## src/hw/rtl/arp_pkg.sv

```systemverilog
`timescale 1ns / 1ps
`default_nettype none

package arp_pkg;

  localparam int MAC_W = 48;
  localparam int IP_W  = 32;
  localparam int TAG_W = 16;
  localparam int AGE_W = 17;
  localparam int ELAPSED_W = 16;

  localparam logic [AGE_W-1:0] AGE_MAX = '1;
  localparam logic [MAC_W-1:0] BCAST_MAC = '1;

  // Event codes.
  localparam logic [1:0] FUNC_SEND = 2'd0;
  localparam logic [1:0] FUNC_RECV = 2'd1;
  localparam logic [1:0] FUNC_TICK = 2'd2;

  // Result kinds.
  localparam logic [2:0] KIND_FRAME   = 3'd0;
  localparam logic [2:0] KIND_REQUEST = 3'd1;
  localparam logic [2:0] KIND_REPLY   = 3'd2;
  localparam logic [2:0] KIND_DELIVER = 3'd3;
  localparam logic [2:0] KIND_DROP    = 3'd4;

  localparam logic [15:0] ETYPE_IPV4 = 16'h0800;
  localparam logic [15:0] ETYPE_ARP  = 16'h0806;
  localparam logic [15:0] ARP_OP_REQUEST = 16'd1;
  localparam logic [15:0] ARP_OP_REPLY   = 16'd2;

  // Register indexes on the configuration port.
  localparam logic [1:0] REG_OWN_MAC  = 2'd0;
  localparam logic [1:0] REG_OWN_IP   = 2'd1;
  localparam logic [1:0] REG_HOLDOFF  = 2'd2;
  localparam logic [1:0] REG_LIFETIME = 2'd3;

  localparam logic [AGE_W-1:0] HOLDOFF_RESET  = 17'd5000;
  localparam logic [AGE_W-1:0] LIFETIME_RESET = 17'd30000;

  typedef struct packed {
    logic [IP_W-1:0]  ip;
    logic [MAC_W-1:0] mac;
    logic [AGE_W-1:0] age;
  } map_entry_t;

  typedef struct packed {
    logic [IP_W-1:0]  ip;
    logic [AGE_W-1:0] age;
  } req_entry_t;

  typedef struct packed {
    logic [TAG_W-1:0] tag;
    logic [IP_W-1:0]  ip;
  } pend_entry_t;

  function automatic logic [AGE_W-1:0] age_add(input logic [AGE_W-1:0] a,
                                               input logic [ELAPSED_W-1:0] b);
    logic [AGE_W:0] s;
    s = {1'b0, a} + {2'b00, b};
    return s[AGE_W] ? AGE_MAX : s[AGE_W-1:0];
  endfunction

endpackage

`default_nettype wire

```

## src/hw/rtl/arp_ram.sv

```systemverilog
`timescale 1ns / 1ps
`default_nettype none

module arp_ram #(
  parameter int WIDTH = 32,
  parameter int DEPTH = 16
) (
  input  wire logic                                   clk,
  input  wire logic                                   we,
  input  wire logic [((DEPTH > 1) ? $clog2(DEPTH) : 1)-1:0] waddr,
  input  wire logic [WIDTH-1:0]                       wdata,
  input  wire logic [((DEPTH > 1) ? $clog2(DEPTH) : 1)-1:0] raddr,
  output logic      [WIDTH-1:0]                       rdata
);

  logic [WIDTH-1:0] mem [DEPTH];

  always_ff @(posedge clk) begin
    if (we) begin
      mem[waddr] <= wdata;
    end
    rdata <= mem[raddr];
  end

endmodule

`default_nettype wire

```

## src/hw/rtl/arp_resolver_with_pending_queue.sv

```systemverilog
`timescale 1ns / 1ps
`default_nettype none
// ARP resolver with a queue of datagrams waiting for address resolution.
// Input channel (in_valid / in_stall) carries one event per request: a send,
// a received frame or a tick. Output channel (out_valid / out_stall) carries
// the results, and last marks the final result of an event; ticks, ignored
// frames and silent sends give none. The four registers sit on an APB-style
// port at byte addresses 0, 8, 16 and 24; the user must write them only while
// idle, as the block itself does not enforce it. The cache, the request
// table and the pending queue each live in a single-port-read RAM with a
// registered read; every event is a sequence of scans over those RAMs, one
// entry per cycle, so the block takes one event at a time and holds in_stall
// high while it works. An ARP frame then works through the pending queue, and
// each queued next hop is looked up by a full scan of the cache. The last
// result is held back in a holding register so that its last flag is known,
// then moved to an output register; a stalled receiver simply parks the
// sequencer in its current step with nothing lost.
// Reset clears the valid bits of the cache and request table and empties the
// queue at once; the RAM contents need no clearing pass.
module arp_resolver_with_pending_queue #(
  parameter int CACHE_ENTRIES   = 16,
  parameter int REQUEST_ENTRIES = 8,
  parameter int PENDING_ENTRIES = 16
) (
  input  wire logic        clk,
  input  wire logic        rst,
  // configuration port
  input  wire logic        psel,
  input  wire logic        penable,
  input  wire logic        pwrite,
  input  wire logic [4:0]  paddr,
  input  wire logic [63:0] pwdata,
  output logic      [63:0] prdata,
  output logic             pready,
  // event input
  input  wire logic        in_valid,
  output logic             in_stall,
  input  wire logic [1:0]  func,
  input  wire logic [31:0] hop_addr,
  input  wire logic [15:0] datagram_tag,
  input  wire logic [47:0] frame_dst_mac,
  input  wire logic [15:0] frame_type,
  input  wire logic        frame_parse_ok,
  input  wire logic [15:0] arp_opcode,
  input  wire logic [31:0] arp_sender_ip,
  input  wire logic [47:0] arp_sender_mac,
  input  wire logic [31:0] arp_tpa,
  input  wire logic [15:0] elapsed_ms,
  // results
  output logic             out_valid,
  input  wire logic        out_stall,
  output logic [2:0]       out_kind,
  output logic [47:0]      dest_mac,
  output logic [31:0]      out_ip,
  output logic [15:0]      out_tag,
  output logic             last
);

  import arp_pkg::*;

  localparam int CIW  = (CACHE_ENTRIES > 1) ? $clog2(CACHE_ENTRIES) : 1;
  localparam int RIW  = (REQUEST_ENTRIES > 1) ? $clog2(REQUEST_ENTRIES) : 1;
  localparam int PIW  = (PENDING_ENTRIES > 1) ? $clog2(PENDING_ENTRIES) : 1;
  localparam int PCW  = $clog2(PENDING_ENTRIES + 1);
  localparam int MAXN = (CACHE_ENTRIES > REQUEST_ENTRIES) ? CACHE_ENTRIES : REQUEST_ENTRIES;
  localparam int SW   = $clog2(MAXN + 1);

  localparam logic [4:0] S_IDLE      = 5'd0;
  localparam logic [4:0] S_SEND_MAP  = 5'd1;
  localparam logic [4:0] S_SEND_HIT  = 5'd2;
  localparam logic [4:0] S_SEND_REQ  = 5'd3;
  localparam logic [4:0] S_SEND_UPD  = 5'd4;
  localparam logic [4:0] S_SEND_DROP = 5'd5;
  localparam logic [4:0] S_SEND_BC   = 5'd6;
  localparam logic [4:0] S_RX        = 5'd7;
  localparam logic [4:0] S_LEARN_MAP = 5'd8;
  localparam logic [4:0] S_LEARN_WR  = 5'd9;
  localparam logic [4:0] S_LEARN_REQ = 5'd10;
  localparam logic [4:0] S_REPLY     = 5'd11;
  localparam logic [4:0] S_PEND      = 5'd12;
  localparam logic [4:0] S_PEND_RD   = 5'd13;
  localparam logic [4:0] S_PEND_LD   = 5'd14;
  localparam logic [4:0] S_PEND_MAP  = 5'd15;
  localparam logic [4:0] S_PEND_ACT  = 5'd16;
  localparam logic [4:0] S_TICK_REQ  = 5'd17;
  localparam logic [4:0] S_TICK_MAP  = 5'd18;
  localparam logic [4:0] S_FIN       = 5'd19;

  // Configuration registers.
  logic [MAC_W-1:0] own_mac;
  logic [IP_W-1:0]  own_ip;
  logic [AGE_W-1:0] holdoff;
  logic [AGE_W-1:0] lifetime;

  // The event being worked on.
  logic [IP_W-1:0]      item_hop;
  logic [TAG_W-1:0]     item_tag;
  logic [MAC_W-1:0]     item_dst;
  logic [15:0]          item_type;
  logic                 item_ok;
  logic [15:0]          item_op;
  logic [IP_W-1:0]      item_sip;
  logic [MAC_W-1:0]     item_smac;
  logic [IP_W-1:0]      item_tip;
  logic [ELAPSED_W-1:0] item_elapsed;

  logic [4:0] state;

  // Scan machinery shared by every RAM sweep.
  logic [SW-1:0] scan_cnt;
  logic          rd_v;
  logic [SW-1:0] rd_idx;
  logic [SW-1:0] scan_n;
  logic          is_cscan;
  logic          is_rscan;
  logic          scan_done;
  logic [CIW-1:0] ci;
  logic [RIW-1:0] ri;

  // Scan results.
  logic             f_hit;
  logic [CIW-1:0]   f_idx;
  logic [MAC_W-1:0] f_mac;
  logic [CIW-1:0]   old_c_idx;
  logic [AGE_W-1:0] old_c_age;
  logic             r_hit;
  logic [RIW-1:0]   r_idx;
  logic [AGE_W-1:0] r_age;
  logic [RIW-1:0]   old_r_idx;
  logic [AGE_W-1:0] old_r_age;
  logic             bc;
  logic             drop;

  // Valid bits and queue pointers.
  logic [CACHE_ENTRIES-1:0]   map_valid;
  logic [REQUEST_ENTRIES-1:0] req_valid;
  logic [PCW-1:0]             pend_count;
  logic [PCW-1:0]             k;
  logic [PCW-1:0]             w;
  logic [TAG_W-1:0]           p_tag;
  logic [IP_W-1:0]            p_ip;

  // RAM ports.
  logic        map_we;
  logic [CIW-1:0] map_waddr;
  map_entry_t  map_wdata;
  map_entry_t  map_rdata;
  logic        req_we;
  logic [RIW-1:0] req_waddr;
  req_entry_t  req_wdata;
  req_entry_t  req_rdata;
  logic        pend_we;
  logic [PIW-1:0] pend_waddr;
  pend_entry_t pend_wdata;
  pend_entry_t pend_rdata;

  logic [IP_W-1:0] c_key;
  logic            c_match;
  logic            r_match;
  logic [AGE_W-1:0] c_new_age;
  logic [AGE_W-1:0] r_new_age;

  logic            map_any_free;
  logic [CIW-1:0]  map_free_idx;
  logic            req_any_free;
  logic [RIW-1:0]  req_free_idx;
  logic [CIW-1:0]  learn_slot;
  logic [RIW-1:0]  req_slot;
  logic            bc_now;
  logic            dst_ok;
  logic            ipv4_ok;
  logic            arp_ok;
  logic            reply_due;

  // Result staging: one held result, then the output register.
  logic             hold_v;
  logic [2:0]       hold_kind;
  logic [MAC_W-1:0] hold_mac;
  logic [IP_W-1:0]  hold_ip;
  logic [TAG_W-1:0] hold_tag;
  logic             emit_en;
  logic [2:0]       emit_kind;
  logic [MAC_W-1:0] emit_mac;
  logic [IP_W-1:0]  emit_ip;
  logic [TAG_W-1:0] emit_tag;
  logic             flush_en;
  logic             out_free;
  logic             fire_emit;
  logic             fire_flush;
  logic             accept;
  logic             cfg_wr;

  // ---------------------------------------------------------------------
  // Configuration port
  // ---------------------------------------------------------------------
  assign pready = 1'b1;
  assign cfg_wr = psel && penable && pwrite && pready;

  always_ff @(posedge clk) begin
    if (rst) begin
      own_mac  <= '0;
      own_ip   <= '0;
      holdoff  <= HOLDOFF_RESET;
      lifetime <= LIFETIME_RESET;
    end else if (cfg_wr) begin
      unique case (paddr[4:3])
        REG_OWN_MAC:  own_mac  <= pwdata[MAC_W-1:0];
        REG_OWN_IP:   own_ip   <= pwdata[IP_W-1:0];
        REG_HOLDOFF:  holdoff  <= pwdata[AGE_W-1:0];
        REG_LIFETIME: lifetime <= pwdata[AGE_W-1:0];
        default: ;
      endcase
    end
  end

  always_comb begin
    unique case (paddr[4:3])
      REG_OWN_MAC:  prdata = {16'd0, own_mac};
      REG_OWN_IP:   prdata = {32'd0, own_ip};
      REG_HOLDOFF:  prdata = {47'd0, holdoff};
      REG_LIFETIME: prdata = {47'd0, lifetime};
      default:      prdata = '0;
    endcase
  end

  // ---------------------------------------------------------------------
  // Memories
  // ---------------------------------------------------------------------
  arp_ram #(.WIDTH($bits(map_entry_t)), .DEPTH(CACHE_ENTRIES)) u_map_ram (
    .clk   (clk),
    .we    (map_we),
    .waddr (map_waddr),
    .wdata (map_wdata),
    .raddr (scan_cnt[CIW-1:0]),
    .rdata (map_rdata)
  );

  arp_ram #(.WIDTH($bits(req_entry_t)), .DEPTH(REQUEST_ENTRIES)) u_req_ram (
    .clk   (clk),
    .we    (req_we),
    .waddr (req_waddr),
    .wdata (req_wdata),
    .raddr (scan_cnt[RIW-1:0]),
    .rdata (req_rdata)
  );

  arp_ram #(.WIDTH($bits(pend_entry_t)), .DEPTH(PENDING_ENTRIES)) u_pend_ram (
    .clk   (clk),
    .we    (pend_we),
    .waddr (pend_waddr),
    .wdata (pend_wdata),
    .raddr (k[PIW-1:0]),
    .rdata (pend_rdata)
  );

  // ---------------------------------------------------------------------
  // Decode of the current step
  // ---------------------------------------------------------------------
  assign in_stall = (state != S_IDLE);
  assign accept   = in_valid && !in_stall;

  assign is_cscan = (state == S_SEND_MAP) || (state == S_LEARN_MAP) ||
                    (state == S_PEND_MAP) || (state == S_TICK_MAP);
  assign is_rscan = (state == S_SEND_REQ) || (state == S_LEARN_REQ) ||
                    (state == S_TICK_REQ);
  assign scan_n    = is_rscan ? SW'(REQUEST_ENTRIES) : SW'(CACHE_ENTRIES);
  assign scan_done = (scan_cnt == scan_n) && !rd_v;
  assign ci = rd_idx[CIW-1:0];
  assign ri = rd_idx[RIW-1:0];

  always_comb begin
    unique case (state)
      S_LEARN_MAP: c_key = item_sip;
      S_PEND_MAP:  c_key = p_ip;
      default:     c_key = item_hop;
    endcase
  end

  assign c_match   = map_valid[ci] && (map_rdata.ip == c_key);
  assign r_match   = req_valid[ri] &&
                     (req_rdata.ip == ((state == S_SEND_REQ) ? item_hop : item_sip));
  assign c_new_age = age_add(map_rdata.age, item_elapsed);
  assign r_new_age = age_add(req_rdata.age, item_elapsed);

  // First free slot of each table, lowest index first.
  always_comb begin
    map_any_free = 1'b0;
    map_free_idx = '0;
    for (int i = CACHE_ENTRIES - 1; i >= 0; i--) begin
      if (!map_valid[i]) begin
        map_any_free = 1'b1;
        map_free_idx = CIW'(i);
      end
    end
  end

  always_comb begin
    req_any_free = 1'b0;
    req_free_idx = '0;
    for (int i = REQUEST_ENTRIES - 1; i >= 0; i--) begin
      if (!req_valid[i]) begin
        req_any_free = 1'b1;
        req_free_idx = RIW'(i);
      end
    end
  end

  assign learn_slot = f_hit ? f_idx : (map_any_free ? map_free_idx : old_c_idx);
  assign req_slot   = req_any_free ? req_free_idx : old_r_idx;
  assign bc_now     = r_hit ? (r_age > holdoff) : 1'b1;
  assign dst_ok     = (item_dst == own_mac) || (item_dst == BCAST_MAC);
  assign ipv4_ok    = (item_type == ETYPE_IPV4) && item_ok;
  assign arp_ok     = (item_type == ETYPE_ARP) && item_ok;
  assign reply_due  = (item_op == ARP_OP_REQUEST) && (item_tip == own_ip);

  // RAM writes.
  always_comb begin
    map_we    = 1'b0;
    map_waddr = ci;
    map_wdata = '{ip: map_rdata.ip, mac: map_rdata.mac, age: c_new_age};
    if (state == S_LEARN_WR) begin
      map_we    = 1'b1;
      map_waddr = learn_slot;
      map_wdata = '{ip: item_sip, mac: item_smac, age: '0};
    end else if (state == S_TICK_MAP) begin
      map_we = rd_v && map_valid[ci];
    end
  end

  always_comb begin
    req_we    = 1'b0;
    req_waddr = ri;
    req_wdata = '{ip: req_rdata.ip, age: r_new_age};
    if (state == S_SEND_UPD) begin
      req_we    = bc_now;
      req_waddr = r_hit ? r_idx : req_slot;
      req_wdata = '{ip: item_hop, age: '0};
    end else if (state == S_TICK_REQ) begin
      req_we = rd_v && req_valid[ri];
    end
  end

  always_comb begin
    pend_we    = 1'b0;
    pend_waddr = w[PIW-1:0];
    pend_wdata = '{tag: p_tag, ip: p_ip};
    if (state == S_SEND_UPD) begin
      pend_we    = pend_count < PCW'(PENDING_ENTRIES);
      pend_waddr = pend_count[PIW-1:0];
      pend_wdata = '{tag: item_tag, ip: item_hop};
    end else if (state == S_PEND_ACT) begin
      pend_we = !f_hit;
    end
  end

  // Results produced by each step.
  always_comb begin
    emit_en   = 1'b0;
    emit_kind = KIND_FRAME;
    emit_mac  = f_mac;
    emit_ip   = item_hop;
    emit_tag  = item_tag;
    unique case (state)
      S_SEND_HIT: emit_en = 1'b1;
      S_SEND_DROP: begin
        emit_en   = drop;
        emit_kind = KIND_DROP;
        emit_mac  = '0;
      end
      S_SEND_BC: begin
        emit_en   = bc;
        emit_kind = KIND_REQUEST;
        emit_mac  = BCAST_MAC;
        emit_tag  = '0;
      end
      S_RX: begin
        emit_en   = dst_ok && ipv4_ok;
        emit_kind = KIND_DELIVER;
        emit_mac  = '0;
        emit_ip   = '0;
      end
      S_REPLY: begin
        emit_en   = reply_due;
        emit_kind = KIND_REPLY;
        emit_mac  = item_smac;
        emit_ip   = item_sip;
        emit_tag  = '0;
      end
      S_PEND_ACT: begin
        emit_en = f_hit;
        emit_ip = p_ip;
        emit_tag = p_tag;
      end
      default: ;
    endcase
  end

  assign flush_en   = (state == S_FIN);
  assign out_free   = !out_valid || !out_stall;
  assign fire_emit  = emit_en && (!hold_v || out_free);
  assign fire_flush = flush_en && (!hold_v || out_free);

  // ---------------------------------------------------------------------
  // Held result and output register
  // ---------------------------------------------------------------------
  always_ff @(posedge clk) begin
    if (rst) begin
      hold_v    <= 1'b0;
      out_valid <= 1'b0;
    end else begin
      if (hold_v && (fire_emit || fire_flush)) begin
        out_valid <= 1'b1;
        out_kind  <= hold_kind;
        dest_mac  <= hold_mac;
        out_ip    <= hold_ip;
        out_tag   <= hold_tag;
        last      <= fire_flush;
      end else if (out_valid && !out_stall) begin
        out_valid <= 1'b0;
      end
      if (fire_emit) begin
        hold_v    <= 1'b1;
        hold_kind <= emit_kind;
        hold_mac  <= emit_mac;
        hold_ip   <= emit_ip;
        hold_tag  <= emit_tag;
      end else if (fire_flush) begin
        hold_v <= 1'b0;
      end
    end
  end

  // ---------------------------------------------------------------------
  // Event capture
  // ---------------------------------------------------------------------
  always_ff @(posedge clk) begin
    if (accept) begin
      item_hop     <= hop_addr;
      item_tag     <= datagram_tag;
      item_dst     <= frame_dst_mac;
      item_type    <= frame_type;
      item_ok      <= frame_parse_ok;
      item_op      <= arp_opcode;
      item_sip     <= arp_sender_ip;
      item_smac    <= arp_sender_mac;
      item_tip     <= arp_tpa;
      item_elapsed <= elapsed_ms;
    end
  end

  // ---------------------------------------------------------------------
  // Sequencer
  // ---------------------------------------------------------------------
  always_ff @(posedge clk) begin
    if (rst) begin
      state      <= S_IDLE;
      scan_cnt   <= '0;
      rd_v       <= 1'b0;
      map_valid  <= '0;
      req_valid  <= '0;
      pend_count <= '0;
      f_hit      <= 1'b0;
      r_hit      <= 1'b0;
    end else begin
      // Sweep one entry per cycle; the data of the previous address is seen now.
      if (is_cscan || is_rscan) begin
        if (scan_cnt < scan_n) begin
          scan_cnt <= scan_cnt + SW'(1);
        end
        rd_v   <= scan_cnt < scan_n;
        rd_idx <= scan_cnt;
        if (scan_cnt == '0 && !rd_v) begin
          f_hit <= 1'b0;
          r_hit <= 1'b0;
        end
        if (scan_done) begin
          scan_cnt <= '0;
        end
      end

      if (is_cscan && rd_v) begin
        if (c_match && !f_hit) begin
          f_hit <= 1'b1;
          f_idx <= ci;
          f_mac <= map_rdata.mac;
        end
        if (rd_idx == '0 || map_rdata.age > old_c_age) begin
          old_c_idx <= ci;
          old_c_age <= map_rdata.age;
        end
        if (state == S_TICK_MAP && map_valid[ci] && c_new_age > lifetime) begin
          map_valid[ci] <= 1'b0;
        end
      end

      if (is_rscan && rd_v) begin
        if (r_match && !r_hit) begin
          r_hit <= 1'b1;
          r_idx <= ri;
          r_age <= req_rdata.age;
        end
        if (rd_idx == '0 || req_rdata.age > old_r_age) begin
          old_r_idx <= ri;
          old_r_age <= req_rdata.age;
        end
        if (state == S_LEARN_REQ && r_match) begin
          req_valid[ri] <= 1'b0;
        end
      end

      unique case (state)
        S_IDLE: begin
          if (accept) begin
            unique case (func)
              FUNC_SEND: state <= S_SEND_MAP;
              FUNC_RECV: state <= S_RX;
              FUNC_TICK: state <= S_TICK_REQ;
              default:   state <= S_IDLE;
            endcase
          end
        end
        S_SEND_MAP: begin
          if (scan_done) begin
            state <= f_hit ? S_SEND_HIT : S_SEND_REQ;
          end
        end
        S_SEND_HIT: begin
          if (fire_emit) begin
            state <= S_FIN;
          end
        end
        S_SEND_REQ: begin
          if (scan_done) begin
            state <= S_SEND_UPD;
          end
        end
        S_SEND_UPD: begin
          bc   <= bc_now;
          drop <= pend_count >= PCW'(PENDING_ENTRIES);
          if (!r_hit) begin
            req_valid[req_slot] <= 1'b1;
          end
          if (pend_count < PCW'(PENDING_ENTRIES)) begin
            pend_count <= pend_count + PCW'(1);
          end
          state <= S_SEND_DROP;
        end
        S_SEND_DROP: begin
          if (!drop || fire_emit) begin
            state <= S_SEND_BC;
          end
        end
        S_SEND_BC: begin
          if (!bc || fire_emit) begin
            state <= S_FIN;
          end
        end
        S_RX: begin
          if (!dst_ok) begin
            state <= S_FIN;
          end else if (ipv4_ok) begin
            if (fire_emit) begin
              state <= S_FIN;
            end
          end else if (arp_ok) begin
            if (item_op == ARP_OP_REQUEST || item_op == ARP_OP_REPLY) begin
              state <= S_LEARN_MAP;
            end else begin
              k     <= '0;
              w     <= '0;
              state <= S_PEND;
            end
          end else begin
            state <= S_FIN;
          end
        end
        S_LEARN_MAP: begin
          if (scan_done) begin
            state <= S_LEARN_WR;
          end
        end
        S_LEARN_WR: begin
          map_valid[learn_slot] <= 1'b1;
          state <= S_LEARN_REQ;
        end
        S_LEARN_REQ: begin
          if (scan_done) begin
            state <= S_REPLY;
          end
        end
        S_REPLY: begin
          if (!reply_due || fire_emit) begin
            k     <= '0;
            w     <= '0;
            state <= S_PEND;
          end
        end
        S_PEND: begin
          if (k < pend_count) begin
            state <= S_PEND_RD;
          end else begin
            pend_count <= w;
            state      <= S_FIN;
          end
        end
        S_PEND_RD: state <= S_PEND_LD;
        S_PEND_LD: begin
          p_tag <= pend_rdata.tag;
          p_ip  <= pend_rdata.ip;
          state <= S_PEND_MAP;
        end
        S_PEND_MAP: begin
          if (scan_done) begin
            state <= S_PEND_ACT;
          end
        end
        S_PEND_ACT: begin
          if (!f_hit) begin
            w     <= w + PCW'(1);
            k     <= k + PCW'(1);
            state <= S_PEND;
          end else if (fire_emit) begin
            k     <= k + PCW'(1);
            state <= S_PEND;
          end
        end
        S_TICK_REQ: begin
          if (scan_done) begin
            state <= S_TICK_MAP;
          end
        end
        S_TICK_MAP: begin
          if (scan_done) begin
            state <= S_FIN;
          end
        end
        S_FIN: begin
          if (fire_flush) begin
            state <= S_IDLE;
          end
        end
        default: state <= S_IDLE;
      endcase
    end
  end

  // ---------------------------------------------------------------------
  // Assertions
  // ---------------------------------------------------------------------
  a_idle_no_held: assert property (@(posedge clk) disable iff (rst)
    (state == S_IDLE) |-> !hold_v)
    else $error("result still held while idle");

  a_queue_bound: assert property (@(posedge clk) disable iff (rst)
    pend_count <= PCW'(PENDING_ENTRIES))
    else $error("pending queue count beyond its depth");

  a_scan_index: assert property (@(posedge clk) disable iff (rst)
    rd_v |-> (rd_idx < scan_n))
    else $error("scan read index beyond the table");

  a_compact: assert property (@(posedge clk) disable iff (rst)
    (state == S_PEND_ACT) |-> (w <= k && k < pend_count))
    else $error("queue compaction pointers out of order");

endmodule

`default_nettype wire

```

## config.mk

```make
export PLATFORM = sky130hd
export DESIGN_NAME = arp_resolver_with_pending_queue
export DESIGN_NICKNAME = d
export VERILOG_FILES = /design/src/hw/rtl/arp_pkg.sv /design/src/hw/rtl/arp_ram.sv /design/src/hw/rtl/arp_resolver_with_pending_queue.sv
export SDC_FILE = /design/constraint.sdc
export NUM_CORES = 2
export LEC_CHECK = 0
export BUFFER_PORTS_ARGS = -buffer_cell sky130_fd_sc_hd__buf_2
export CORE_ASPECT_RATIO = 0.7
export CORE_MARGIN = 4
export CORE_UTILIZATION = 40
export CTS_BUF_LIST = sky130_fd_sc_hd__clkbuf_2 sky130_fd_sc_hd__clkbuf_4 sky130_fd_sc_hd__clkbuf_8
export DETAILED_ROUTE_END_ITERATION = 12
export SYNTH_ARGS = -nofsm -noshare
export SYNTH_HDL_FRONTEND = slang
export SYNTH_HIERARCHICAL = 1
export SYNTH_SLANG_ARGS = --single-unit
export TNS_END_PERCENT = 10
```

## constraint.sdc

```tcl
create_clock -name clk -period 12.4 [get_ports clk]
set_input_delay 2.48 -clock clk [delete_from_list [all_inputs] [get_ports clk]]
set_output_delay 2.48 -clock clk [all_outputs]
set_load 0.02 [all_outputs]
```

==> results.tsv <==
stage	metric	value	unit
sta	setup_tns	0	ps
clock_tree	H-tree depth	6	
min_path	Hold Crit Start	u_pend_ram/rdata[7]	
logic_synthesis	top-count cell post-synth	edfxtp_1	
die	row cnt	183	
die	core area	355000	sq um
logic_synthesis	EDFF count, synth	3346	
clock_tree	post-CTS setup repair buffer count	0	
power	maximum VDD drop	0.140	mV
clock_tree	post-CTS sizing	0	
die	io pins	502	
clock_tree	clk_lat worst skew	1070	ps
sta	min Tclk post-route	6670	ps
logic_synthesis	Yosys top cell area share	0.705	
cells_and_area	area of the multi-input gates	33000	sq um
critical_path	crit path kind	primary input to output port	
detailed_routing	vias per cell	5.67	
critical_path	Worst R2R Start	state[3]	
die	die height	508	microns
critical_path	crit-path max FO	40	
sta	Worst-Margin Slew	1340	ps
clock_tree	CTS buffer count	568	
sta	RSZ-0062 raised after global routing	no	
critical_path	CP Launch Type	primary input	
min_path	hold crit path type	register to register	
logic_synthesis	largest cells by area after synthesis	edfxtp_1, mux4_2, dfxtp_1	
logic_synthesis	dominant cell type by area after synthesis	edfxtp_1	
placed_design	routability cong.	0.933	
cells_and_area	nets	8924	
detailed_routing	via count	77500	
clock_tree	clock slew at reported path FFs	70	ps
die	die area	366000	sq um
logic_synthesis	most frequent cells after synthesis	edfxtp_1, nand2_1, mux4_2, dfxtp_1, a22oi_1	
detailed_routing	Routed WL	394000	microns
logic_synthesis	asr flop ratio synth	0	
clock_tree	clk sinks	3698	
logic_synthesis	Synth Register Bits	3698	
critical_path	CP arrival	4190	ps
power	Leak	53.3	nW
clock_tree	Clock Path Buffers	4	
detailed_routing	# DRC	0	
placed_design	# port buffers	465	
sta	max_slew headroom	0.109	
sta	skew final	109	ps
run_status	outcome	complete, no violations	
cells_and_area	fill cell count	30000	
sta	final hold vios	0	
logic_synthesis	syn_area_per_cell	18.6	sq um
cells_and_area	Area Overhead vs Synth	13.8	%
die	initial core utilization	0.402	
logic_synthesis	Distinct cells, synth	91	
die	Die X	722	microns
critical_path	CP required	9920	ps
global_route	vias in the first global route	77200	
critical_path	slack of the worst reg-to-reg path	6120	ps
placed_design	dpl ws	5760	ps
sta	Final Cycle Share	0.538	
run	MaxCap Viol Count	0	
global_route	antenna violations before repair	31	
placed_design	HPWL after detailed placement	225000	microns
power	Cell Pwr Density	203	nW/um^2
critical_path	crit end category	output port	
clock_tree	Clock Root Buffer	clkbuf_8	
detailed_routing	post-route antenna net violation count	0	
critical_path	Critical Path Source	paddr[3]	
clock_tree	# hold bufs at CTS	0	
global_route	first-pass GRT wire length	560000	microns
power	Tot Pwr	33.0	mW
sta	endpoints failing setup	0	
global_route	GRT Resource Usage Total	0.210	
logic_synthesis	register area share after synthesis	0.754	
sta	Max Slew Vio Count	0	
sta	worst hold margin	369	ps
logic_synthesis	top_reg_cell synth	edfxtp_1	
cells_and_area	Reg area	108000	sq um
global_route	final global-route overflow total	0	
detailed_routing	number of DRC markers in iteration 0	8666	
clock_tree	TritonCTS clock tree	built	
logic_synthesis	Synth Instances	7681	
logic_synthesis	number of synthesis warnings	6	
detailed_routing	number of detailed-route iterations in the first pass	13	
logic_synthesis	mapped cell area	143000	sq um
sta	final setup margin	5730	ps
sta	maximum clock frequency	150	MHz
cells_and_area	share of cells above drive strength 1	0.272	
global_route	pin count of the biggest net entering global routing	146	
detailed_routing	DR WL/cell	28.9	microns
layout make-up:
cell class | count | area share
clock buffers | 889 | 0.0658
multi-input cells | 3431 | 0.204
flip-flops and latches | 3698 | 0.663
inverters | 167 | 0.00386
well taps | 4717 | 0.0364
repair buffers | 609 | 0.0219
diodes | 11 | 0.000170
clock inverters | 133 | 0.00540
critical path, cell delays in order:
cell and delay [ps]:
buf_2 90, buf_4 330, nor2_1 780, and2_1 270, buf_2 190
registers in the layout (all words and copies together), names as in the netlist, 48 cells and up:
| name | cells |
|---|---|
| dest_mac | 48 |
| f_mac | 48 |
| hold_mac | 48 |
| item_dst | 48 |
| item_smac | 48 |
| own_mac | 48 |
| u_map_ram/mem | 1552 |
| u_map_ram/rdata | 97 |
| u_pend_ram/mem | 768 |
| u_pend_ram/rdata | 48 |
| u_req_ram/mem | 392 |
| u_req_ram/rdata | 49 |
where the power goes:
part | switching, mW | leakage, nW | internal (mW)
sequential | 0.691 | 33.1 | 15.9
combinational | 4.08 | 14.1 | 2.05
clock | 4.73 | 6.16 | 5.58
total | 9.50 | 53.3 | 23.5
layout by cell type (no fill, tap or decap), types with 17 or more instances in the layout:
| cell type | instances |
|---|---|
| a21o_1 | 31 |
| a21oi_1 | 197 |
| a221o_1 | 55 |
| a222oi_1 | 35 |
| a22o_1 | 23 |
| a22oi_1 | 297 |
| and2_1 | 23 |
| and3_1 | 44 |
| buf_2 | 464 |
| buf_4 | 133 |
| clkbuf_4 | 249 |
| clkbuf_8 | 640 |
| clkinv_1 | 59 |
| clkinv_2 | 32 |
| conb_1 | 17 |
| dfxtp_1 | 348 |
| edfxtp_1 | 3346 |
| ha_1 | 112 |
| inv_1 | 166 |
| mux2_2 | 51 |
| mux2i_1 | 24 |
| mux4_2 | 702 |
| nand2_1 | 881 |
| nand2b_1 | 43 |
| nand3_1 | 55 |
| nand4_1 | 53 |
| nor2_1 | 91 |
| nor2_4 | 37 |
| nor2b_1 | 21 |
| nor3_1 | 33 |
| nor4_1 | 43 |
| o211ai_1 | 27 |
| o21a_1 | 23 |
| o21ai_0 | 114 |
| o31ai_1 | 19 |
| xnor2_1 | 92 |
| xor2_1 | 62 |
worst paths after layout:
kind | to | cells past startpoint
setup / recovery | prdata[33] | 5
hold / removal | p_ip[7] | 0
setup reg to reg | u_map_ram/mem[1][54] | 8
hold reg to reg | p_ip[7] | 0
through the flow:
step | std cells | utilization | instance area [sq um]
after floorplan | 7696 | - | 143000
after global placement | 12600 | 0.424 | 151000
after detailed placement | 12600 | 0.424 | 151000
after CTS | 13600 | 0.457 | 162000
after global routing | 13600 | 0.457 | 162000
final | 13700 | 0.457 | 162000
metal layers:
metal / global-route usage / up-vias / part of all wire
met5: 0 / - / 0.00033
met1: 0.295 / 40600 / 0.42
met4: 0.0750 / 20 / 0.036
met3: 0.0378 / 665 / 0.080
met2: 0.330 / 3722 / 0.47
li1: - / 32500 / -
kinds of logic (layout without fill, tap and decap cells):
logic type / Yosys count / count (layout) / synth area share
xor+xnor: 154 / 154 / 0.00946
fa+ha+maj: 114 / 114 / 0.0101
mux: 777 / 777 / 0.117
buf+inv: 567 / 1798 / 0.0179
other cells: 2 / 28 / 0.0000527
flops: 3698 / 3698 / 0.754
simple gates: 1414 / 1414 / 0.0443
compound gates: 955 / 955 / 0.0475
Power figures use the tool's default switching activity.
